**src/design/oaht_pkg.sv**
```systemverilog
// Shared types, codes and field widths of the open-addressed hash table.
`default_nettype none
package oaht_pkg;

  localparam int CMD_W  = 2;
  localparam int KEY_W  = 32;
  localparam int HASH_W = 32;
  localparam int VAL_W  = 64;
  localparam int STAT_W = 2;
  localparam int CNT_W  = 9;
  localparam int MARK_W = 2;

  localparam logic [CNT_W-1:0] FILL_LIMIT_RST = 9'd192;

  typedef enum logic [CMD_W-1:0] {
    CMD_LOOKUP = 2'd0,
    CMD_INSERT = 2'd1,
    CMD_REMOVE = 2'd2
  } cmd_e;

  typedef enum logic [STAT_W-1:0] {
    ST_OK   = 2'd0,
    ST_MISS = 2'd1,
    ST_FULL = 2'd2
  } status_e;

  typedef enum logic [MARK_W-1:0] {
    MARK_EMPTY = 2'd0,
    MARK_LIVE  = 2'd1,
    MARK_TOMB  = 2'd2
  } mark_e;

  typedef enum logic [2:0] {
    S_CLEAR,
    S_IDLE,
    S_PROBE,
    S_WRITE,
    S_DONE
  } state_e;

  typedef struct packed {
    logic clear;
    logic load;
    logic step;
    logic fin;
    logic write;
    logic push;
  } ctl_cmd_t;

  typedef struct packed {
    logic clear_last;
    logic probe_done;
    logic need_write;
  } ctl_sts_t;

endpackage
`default_nettype wire

```
**src/design/oaht_ctrl.sv**
```systemverilog
// Controller state machine of the hash table: clearing, probing, write-back, response.
`default_nettype none
module oaht_ctrl import oaht_pkg::*; (
  input  wire logic     clk,
  input  wire logic     rst,
  input  wire ctl_sts_t sts,
  output ctl_cmd_t      cmd,
  input  wire logic     in_valid,
  output logic          in_ready,
  output logic          out_valid,
  input  wire logic     out_ready
);

  state_e state;
  state_e state_next;
  logic   out_valid_next;

  always_ff @(posedge clk) begin
    if (rst) begin
      state     <= S_CLEAR;
      out_valid <= 1'b0;
    end else begin
      state     <= state_next;
      out_valid <= out_valid_next;
    end
  end

  always_comb begin
    state_next = state;
    cmd        = '0;
    in_ready   = 1'b0;
    unique case (state)
      S_CLEAR: begin
        cmd.clear = 1'b1;
        if (sts.clear_last) begin
          state_next = S_IDLE;
        end
      end
      S_IDLE: begin
        in_ready = 1'b1;
        if (in_valid) begin
          cmd.load   = 1'b1;
          state_next = S_PROBE;
        end
      end
      S_PROBE: begin
        if (sts.probe_done) begin
          cmd.fin    = 1'b1;
          state_next = sts.need_write ? S_WRITE : S_DONE;
        end else begin
          cmd.step = 1'b1;
        end
      end
      S_WRITE: begin
        cmd.write  = 1'b1;
        state_next = S_DONE;
      end
      S_DONE: begin
        if (!out_valid || out_ready) begin
          cmd.push   = 1'b1;
          state_next = S_IDLE;
        end
      end
      default: begin
        state_next = S_CLEAR;
      end
    endcase
    out_valid_next = cmd.push || (out_valid && !out_ready);
  end

  a_push_free: assert property (@(posedge clk) disable iff (rst)
    cmd.push |-> (!out_valid || out_ready))
    else $error("Response pushed over an untaken response.");

  a_write_after_fin: assert property (@(posedge clk) disable iff (rst)
    cmd.write |-> $past(cmd.fin))
    else $error("Slot write without a finished probe.");

  a_accept_probes: assert property (@(posedge clk) disable iff (rst)
    (in_valid && in_ready) |=> (state == S_PROBE && !in_ready))
    else $error("Accepted request did not start a probe.");

endmodule
`default_nettype wire

```
**config.mk**
```make
export PLATFORM = sky130hd
export DESIGN_NAME = oaht_ctrl
export DESIGN_NICKNAME = d
export VERILOG_FILES = /design/src/design/oaht_pkg.sv /design/src/design/oaht_ctrl.sv
export SDC_FILE = /design/constraint.sdc
export NUM_CORES = 1
export LEC_CHECK = 0
export BUFFER_PORTS_ARGS = -buffer_cell sky130_fd_sc_hd__buf_2
export CORE_AREA = 5 5 42 44
export DETAILED_ROUTE_END_ITERATION = 12
export DIE_AREA = 0 0 47 49
export GPL_ROUTABILITY_DRIVEN = 0
export GPL_TIMING_DRIVEN = 0
export PLACE_DENSITY_LB_ADDON = 0.1
export SLEW_MARGIN = 25
export SYNTH_ARGS = -nofsm -noshare
export SYNTH_HDL_FRONTEND = slang
export SYNTH_SLANG_ARGS = --single-unit
```
**constraint.sdc**
```tcl
create_clock -name clk -period 1.3 [get_ports clk]
set_input_delay 0.13 -clock clk [delete_from_list [all_inputs] [get_ports clk]]
set_output_delay 0.13 -clock clk [all_outputs]
set_load 0.02 [all_outputs]
```
==> results of run 1 <==
[metrics by stage]
step | util, % | instances | TNS, ns | hold WS (ns) | setup WS [ns]
CTS | 30.8 | 70 | -0.0119 | 0.0928 | -0.0119
finish | 33.2 | 72 | 0 | 0.0970 | 0.0335
detailed placement | 26.8 | 66 | 0 | 0.349 | 0.138
floorplan | - | 36 | 0 | 0.199 | 0.0534
global route | 33.2 | 72 | -0.0347 | 0.110 | -0.0321
global placement | 26.8 | 66 | 0 | 0.349 | 0.130
[Yosys cell counts]
library cell,instances,share of area [%]
nor3_2,1,3.5
o2111ai_1,1,3.1
inv_1,2,2.6
and3_2,1,2.6
a21oi_1,4,7.0
buf_6,1,3.9
o21ai_0,1,1.8
o22ai_2,1,4.4
nand3b_1,1,2.6
nor2_1,4,5.3
nand2b_4,1,4.8
nor3b_2,1,4.4
nand2_1,3,3.9
and2_1,1,2.2
dfxtp_1,4,28
and2b_2,1,3.1
and3_1,1,2.2
buf_4,1,2.6
nor2b_1,1,2.2
nor3_1,3,5.3
nand2b_1,2,4.4
[state kept, by name, indices dropped and copies added (netlist names)]
name       count
out_valid      1
state          3
[power by group]
| group | switching [mW] | total [mW] | leakage (nW) | internal (mW) |
|---|---|---|---|---|
| sequential | 0.00828 | 0.138 | 0.0337 | 0.130 |
| clock | 0.0530 | 0.156 | 0.0138 | 0.103 |
| combinational | 0.0635 | 0.123 | 0.164 | 0.0590 |
| total | 0.125 | 0.417 | 0.212 | 0.292 |
[area by class of cell]
type	instances	share of cell area [%]
multi-input combinational	28	43.0
clock buffer	3	4.84
timing repair buffer	17	22.6
sequential	4	18.3
tap	16	4.30
inverter	2	2.15
buffer	2	4.84
[layer usage]
metal  global-route usage (%)  routed length (µm)  vias to the layer above
li1                         -                   -                      163
met1                     8.77                 318                      141
met2                     9.95                 350                       12
met3                     5.54                  74                        2
met4                     2.76                  13                        0
met5                        0                   0                        -
[final timing paths]
path | from | endpoint | slack, ns
worst min register to register | out_valid | out_valid | 0.50
worst max-delay path | state[2] | cmd[2] | 0.03
worst max register to register | state[2] | state[0] | 0.25
worst min-delay path | rst | state[0] | 0.1
[what timing repair did]
item                       4_1_cts  5_1_grt
gates resized for setup          9        6
pin swaps                        0        3
setup endpoints to repair        3        4
setup buffers                    1        2
[worst register-to-register path, delay by kind of cell (launching register included)]
kind	cells	cell delay, ns
AOI/OAI and AO/OA	3	0.39
DFF	1	0.30
and+or+nand+nor	1	0.16
buffers and inverters	1	0.12
[cells by family (layout without fill, tap and decap cells)]
group | Yosys count | count (layout) | synth area share (%)
simple gates | 21 | 21 | 46.5
compound gates | 7 | 7 | 16.2
flops | 4 | 4 | 28.1
buf+inv | 4 | 24 | 9.21
==> out/qor.txt, run 1 <==
die area - 2300 µm²
synth unique cells - 21
WP data required - 1.17 ns
Overflow after GRT - 0
first drt pass iteration count - 3
CTS Buf Count - 3
crit start category - flip-flop
routed len/inst - 10.5 µm
Clock Root Buffer - clkbuf_4
die height - 49 µm
sequential cell area - 85.1 µm²
Total GRT Usage - 7.39%
worst hold path class - input port to flip-flop
Final Net Count - 65
initial antenna violation count - 0
placed instance area - 375 µm²
DPL Wire Length - 558 µm
layout cells sized above 1 - 62.5%
Post-Syn Nets - 43
DR vias - 318
CTS Buffer Depth - 2
R2R depth - 5
vias per cell - 4.42
number of global-route vias before repair - 285
clock latency on the worst-skew pair - 0.24 ns
design area - 465 µm²
CP max FO - 7
largest net degree at the start of global routing - 10
most common cell after layout, fill and taps aside - buf_2
Core ar. - 1400 µm²
# DRC - 0
Cell Pwr Density - 896 nW/µm²
PortBufs - 14
drt initial violations - 1
Crit Path Class - flip-flop to output pin
Seq/Total Area, Yosys - 28.1%
multi-input logic area - 200 µm²
commonest non-fill, non-tap cells in the layout - buf_2, buf_6, a21oi_1
Yosys reg bits - 4
H-tree Lvls - 1
Tmin final - 1.27 ns
Final Setup Violations - 0
I/O pin cnt - 15
YS warnings - 0
Tcrit/Tclk final - 97.4%
Mapped Cells - 36
hold path cells - 2
CP dominant cell by count - buf_6
Antenna Violating Nets Remaining - 0
hold_buf cts - 0
worst setup skew after layout - 0.00196 ns
Final Hold Violating Endpoints - 0
synthesized cell area - 285 µm²
Critical Path End Type - output pin
first-pass GRT wire length - 1190 µm
Crit path max-delay family - simple AND/OR/NAND/NOR gates
Rel. slew slack - 87.5%
Max-Cap Viols - 0
Reg clk slew, reported paths - 0.04 ns
clk sink count - 4
Slowest-stage cell, CP - dfxtp_2
Chip Width - 47 µm
Crit path arrival time - 1.14 ns
Core Rows - 14
CTS tree - yes
outcome - finished clean
Leak Pwr - 0.212 nW
Buf/Inv on CP - 2
final slew viol count - 0
Max Freq - 790 MHz
area grow syn2layout - 63.2%
actual slew at the worst max-slew pin - 0.188 ns
RSZ-0062 raised after global routing - true
drt total wl - 756 µm
Starting Density - 20.4%
Peak VDD IR - 0.000623 V
Tot Pwr - 0.417 mW
WP depth - 4
Fillers - 170
Syn Area/Cell - 7.92 µm²
CP peak stage delay - 0.31 ns
cell-by-cell trace of the critical path - buf_6 > and2b_2 > and3_4 > buf_6
n_diodes - 0
No activity file was read; power rests on OpenSTA's default activity.
==> inputs of run 2 (changes only) <==
Settings changed: MAX_ROUTING_LAYER set to met4.
==> run 2 against run 1 <==
  * Count of clock-buffer cells in the layout stayed put
  * Via count down 0.63%
  * Cell count is the same
  * Sequential power hardly changed
  * Highest routed layer unchanged
  * Fmax about the same
  * First-iteration DRC count did not move
  * Register-to-register slack about the same
  * Clock skew hardly changed
  * Die area unchanged
  * Core utilization unchanged
==> out/qor.txt, run 2 (same netlist as run 1, synthesis figures left out) <==
CP peak stage delay - 0.31 ns
Metal-1 WL - 326 µm
worst hold path class - input port to flip-flop
worst setup skew after layout - 0.00187 ns
clk sink count - 4
# DRC - 0
highest signal layer in the routed design - met4
DR WL met3 - 68 µm
I/O pin cnt - 15
Final Hold Violating Endpoints - 0
final worst slack - 0.0326 ns
Core Rows - 14
Overflow after GRT - 0
Total GRT Usage - 7.58%
Core ar. - 1400 µm²
Crit path max-delay family - simple AND/OR/NAND/NOR gates
largest registers - state x3, out_valid x1
Buf/Inv on CP - 2
met2 routed WL - 353 µm
outcome - finished clean
final core occ - 33.2%
sequential cell area - 85.1 µm²
Antenna Violating Nets Remaining - 0
Cell Pwr Density - 898 nW/µm²
Tot Pwr - 0.418 mW
setup slack at placement - 0.138 ns
vias per cell - 4.39
Peak VDD IR - 0.000625 V
first-pass GRT wire length - 1180 µm
multi-input logic area - 200 µm²
Clock Root Buffer - clkbuf_4
clock latency on the worst-skew pair - 0.24 ns
RSZ-0062 raised after global routing - true
Final Net Count - 65
design area - 465 µm²
Crit Path Class - flip-flop to output pin
WP data required - 1.17 ns
die height - 49 µm
Chip Width - 47 µm
routed len/inst - 10.7 µm
n_diodes - 0
CTS Buf Count - 3
final slew viol count - 0
CTS Buffer Depth - 2
Fillers - 170
die area - 2300 µm²
most common cell after layout, fill and taps aside - buf_2
Starting Density - 20.4%
first drt pass iteration count - 3
Tcrit/Tclk final - 97.5%
Leak Pwr - 0.212 nW
drt initial violations - 1
Critical Path End Type - output pin
placed instance area - 375 µm²
H-tree Lvls - 1
number of global-route vias before repair - 286
CP max FO - 7
commonest non-fill, non-tap cells in the layout - buf_2, buf_6, a21oi_1
Reg clk slew, reported paths - 0.04 ns
Largest Register - state
Tmin final - 1.27 ns
PortBufs - 14
crit start category - flip-flop
cell-by-cell trace of the critical path - buf_6 > and2b_2 > and3_4 > buf_6
actual slew at the worst max-slew pin - 0.188 ns
Slowest-stage cell, CP - dfxtp_2
DR vias - 316
CP dominant cell by count - buf_6
initial antenna violation count - 0
number of flip-flops in the largest register - 3
Final Setup Violations - 0
DPL Wire Length - 558 µm
drt total wl - 773 µm
Max-Cap Viols - 0
hold_buf cts - 0
area grow syn2layout - 63.2%
Rel. slew slack - 87.5%
Crit path arrival time - 1.14 ns
CTS tree - yes
largest net degree at the start of global routing - 10
layout cells sized above 1 - 62.5%
Max Freq - 789 MHz
[run 2: cell counts in the layout (fill, tap and decap cells not counted)]
Identical to the previous run, type by type.
[run 2: final timing paths]
kind / start / end / slack [ns] / cells after the start
min: rst / state[0] / 0.09 / 2
max: state[2] / cmd[2] / 0.03 / 4
min reg2reg: out_valid / out_valid / 0.50 / 2
max reg2reg: state[2] / state[0] / 0.25 / 5
[run 2: area by class of cell]
cell class / instances / share of cell area [%]
plain buffers: 2 / 4.84
clock buffers: 3 / 4.84
inverters: 2 / 2.15
multi-input cells: 28 / 43.0
flip-flops and latches: 4 / 18.3
well taps: 16 / 4.30
repair buffers: 17 / 22.6
[run 2: per-stage QoR]
stage / TNS (ns) / std cells / hold WS, ns
5_1_grt: -0.0346 / 72 / 0.110
3_5_place_dp: 0 / 66 / 0.349
3_3_place_gp: 0 / 66 / 0.349
2_1_floorplan: 0 / 36 / 0.199
6_report: 0 / 72 / 0.0949
4_1_cts: -0.0119 / 70 / 0.0928
[run 2: where the power goes]
| part | total (mW) | leakage (nW) | switching, mW | internal, mW |
|---|---|---|---|---|
| registers | 0.138 | 0.0337 | 0.00829 | 0.130 |
| logic | 0.123 | 0.164 | 0.0635 | 0.0590 |
| clock network | 0.157 | 0.0138 | 0.0538 | 0.103 |
[run 2: worst reg2reg max path, cell delays in order, from the launching register on]
cell and delay (ns):
dfxtp_2 0.30, buf_6 0.12, nand2b_4 0.16, o22ai_2 0.14, o2111ai_1 0.12, a21oi_1 0.13
[run 2: per-layer routing]
metal / vias up / global-route usage (%)
met5: - / -
met4: 0 / 2.76
met3: 2 / 5.54
met2: 11 / 9.95
met1: 140 / 8.77
li1: 163 / -
[run 2: repair_timing]
item                                    4_1_cts  5_1_grt
pin swaps                                     0        3
endpoints found under the setup margin        3        4
buffers inserted                              1        2
resized for setup                             9        6
==> inputs of run 3 (changes only) <==
Settings changed: SETUP_SLACK_MARGIN set to 0.1.
==> run 3 against run 2 <==
  * Fmax fell by 2.1%
  * Hold slack barely moved
  * Global-route usage rose by 1.4 points
  * Worst setup slack worse by 0.027 ns
  * Sequential power about the same
  * Clock power down 4%
  * Critical path depth did not move
  * Cell count is 1.4% lower
  * Critical endpoint unchanged
  * Largest power group unchanged
==> out/qor.txt, run 3 (same netlist as run 1, synthesis figures left out) <==
largest registers - state x3, out_valid x1
Antenna Violating Nets Remaining - 0
design area - 490 µm²
Crit path max-delay family - simple AND/OR/NAND/NOR gates
Core ar. - 1400 µm²
commonest non-fill, non-tap cells in the layout - buf_2, buf_6, buf_4, a21oi_1
CP max FO - 5
cell-by-cell trace of the critical path - buf_6 > and2b_2 > and3_4 > buf_6
Core Rows - 14
crit start category - flip-flop
clk sink count - 4
first drt pass iteration count - 2
TNS Setup - 0 ns
routed len/inst - 11.3 µm
CTS Buffer Depth - 2
H-tree Lvls - 1
reg2reg start - state[2]
Cell Pwr Density - 848 nW/µm²
Critical Path End Type - output pin
most common cell after layout, fill and taps aside - buf_2
outcome - finished clean
CTS Buf Count - 3
CTS tree - yes
number of global-route vias before repair - 332
Tcrit/Tclk final - 99.6%
largest net degree at the start of global routing - 10
drt total wl - 802 µm
Fillers - 164
Total GRT Usage - 9.03%
Rel. slew slack - 87.2%
DR vias - 318
DPL Wire Length - 571 µm
layout cells sized above 1 - 67.3%
Reg clk slew, reported paths - 0.04 ns
Tmin final - 1.29 ns
Buf/Inv on CP - 2
first-pass GRT wire length - 1440 µm
worst setup skew after layout - 0.00210 ns
Crit Path Class - flip-flop to output pin
# DRC - 0
PortBufs - 14
drt initial violations - 4
Final Hold Violating Endpoints - 0
Largest Register - state
placed instance area - 382 µm²
Max Freq - 772 MHz
actual slew at the worst max-slew pin - 0.192 ns
final slew viol count - 0
area grow syn2layout - 71.9%
n_diodes - 0
WP data required - 1.17 ns
final worst slack - 0.00516 ns
CP peak stage delay - 0.31 ns
number of flip-flops in the largest register - 3
Crit path arrival time - 1.16 ns
Leak Pwr - 0.212 nW
Starting Density - 20.4%
vias per cell - 4.48
Final Net Count - 64
clock latency on the worst-skew pair - 0.23 ns
Chip Width - 47 µm
I/O pin cnt - 15
Peak VDD IR - 0.000332 V
Hold Crit Start - rst
setup slack at placement - 0.138 ns
Clock Root Buffer - clkbuf_4
Overflow after GRT - 0
die area - 2300 µm²
CP dominant cell by count - buf_6
Slowest-stage cell, CP - dfxtp_2
die height - 49 µm
Worst setup startpoint - state[2]
RSZ-0062 raised after global routing - true
worst hold path class - input port to flip-flop
Max-Cap Viols - 0
final core occ - 35.0%
hold_buf cts - 0
Final Setup Violations - 0
initial antenna violation count - 0
==> run 3: layout make-up <==
cell class	instances	area, µm²	share of cell area (%)
plain buffers	2	22.5	4.59
clock buffers	3	22.5	4.59
inverters	2	10.0	2.04
multi-input cells	28	219	44.6
flip-flops and latches	4	85.1	17.3
well taps	16	20.0	4.08
repair buffers	16	111	22.7
==> run 3: worst paths after layout <==
path          endpoint  slack [ns]  depth (start not counted)
min           state[0]         0.1                          2
min reg2reg  out_valid        0.50                          2
max             cmd[2]       0.005                          4
max reg2reg   state[0]        0.12                          6
==> run 3: metrics by stage <==
step           cells  power [mW]  hold slack, ns
3_5_place_dp      66       0.238           0.350
2_1_floorplan     36       0.204           0.199
4_1_cts           71       0.407          0.0890
3_3_place_gp      66       0.239           0.350
6_report          71       0.416          0.0952
5_1_grt           71       0.456          0.0938
==> run 3: worst register-to-register path, cell delays in order, from the launching register on <==
cell and delay (ns):
dfxtp_2 0.31, buf_6 0.12, nand2b_4 0.16, buf_6 0.13, o22ai_2 0.14, o2111ai_2 0.11, a21oi_1 0.15
==> run 3: per-layer routing <==
| layer | wire [µm] | part of all wire, % | vias up | GRT usage [%] |
|---|---|---|---|---|
| li1 | - | - | 160 | - |
| met1 | 332 | 41 | 148 | 11.2 |
| met2 | 407 | 51 | 10 | 11.8 |
| met3 | 63 | 7.9 | 0 | 1.48 |
| met4 | 0 | 0 | 0 | 8.29 |
| met5 | 0 | 0 | - | - |
==> run 3: power by group <==
group / total (mW) / internal, mW / switching (mW)
combinational: 0.126 / 0.0594 / 0.0662
sequential: 0.141 / 0.130 / 0.0106
clock: 0.150 / 0.103 / 0.0465
==> run 3: timing repair <==
item                                    4_1_cts  5_1_grt
resized for setup                            11       12
endpoints found under the setup margin        6        8
cloned                                        0        0
buffers inserted                              2        0
pin swaps                                     0        3
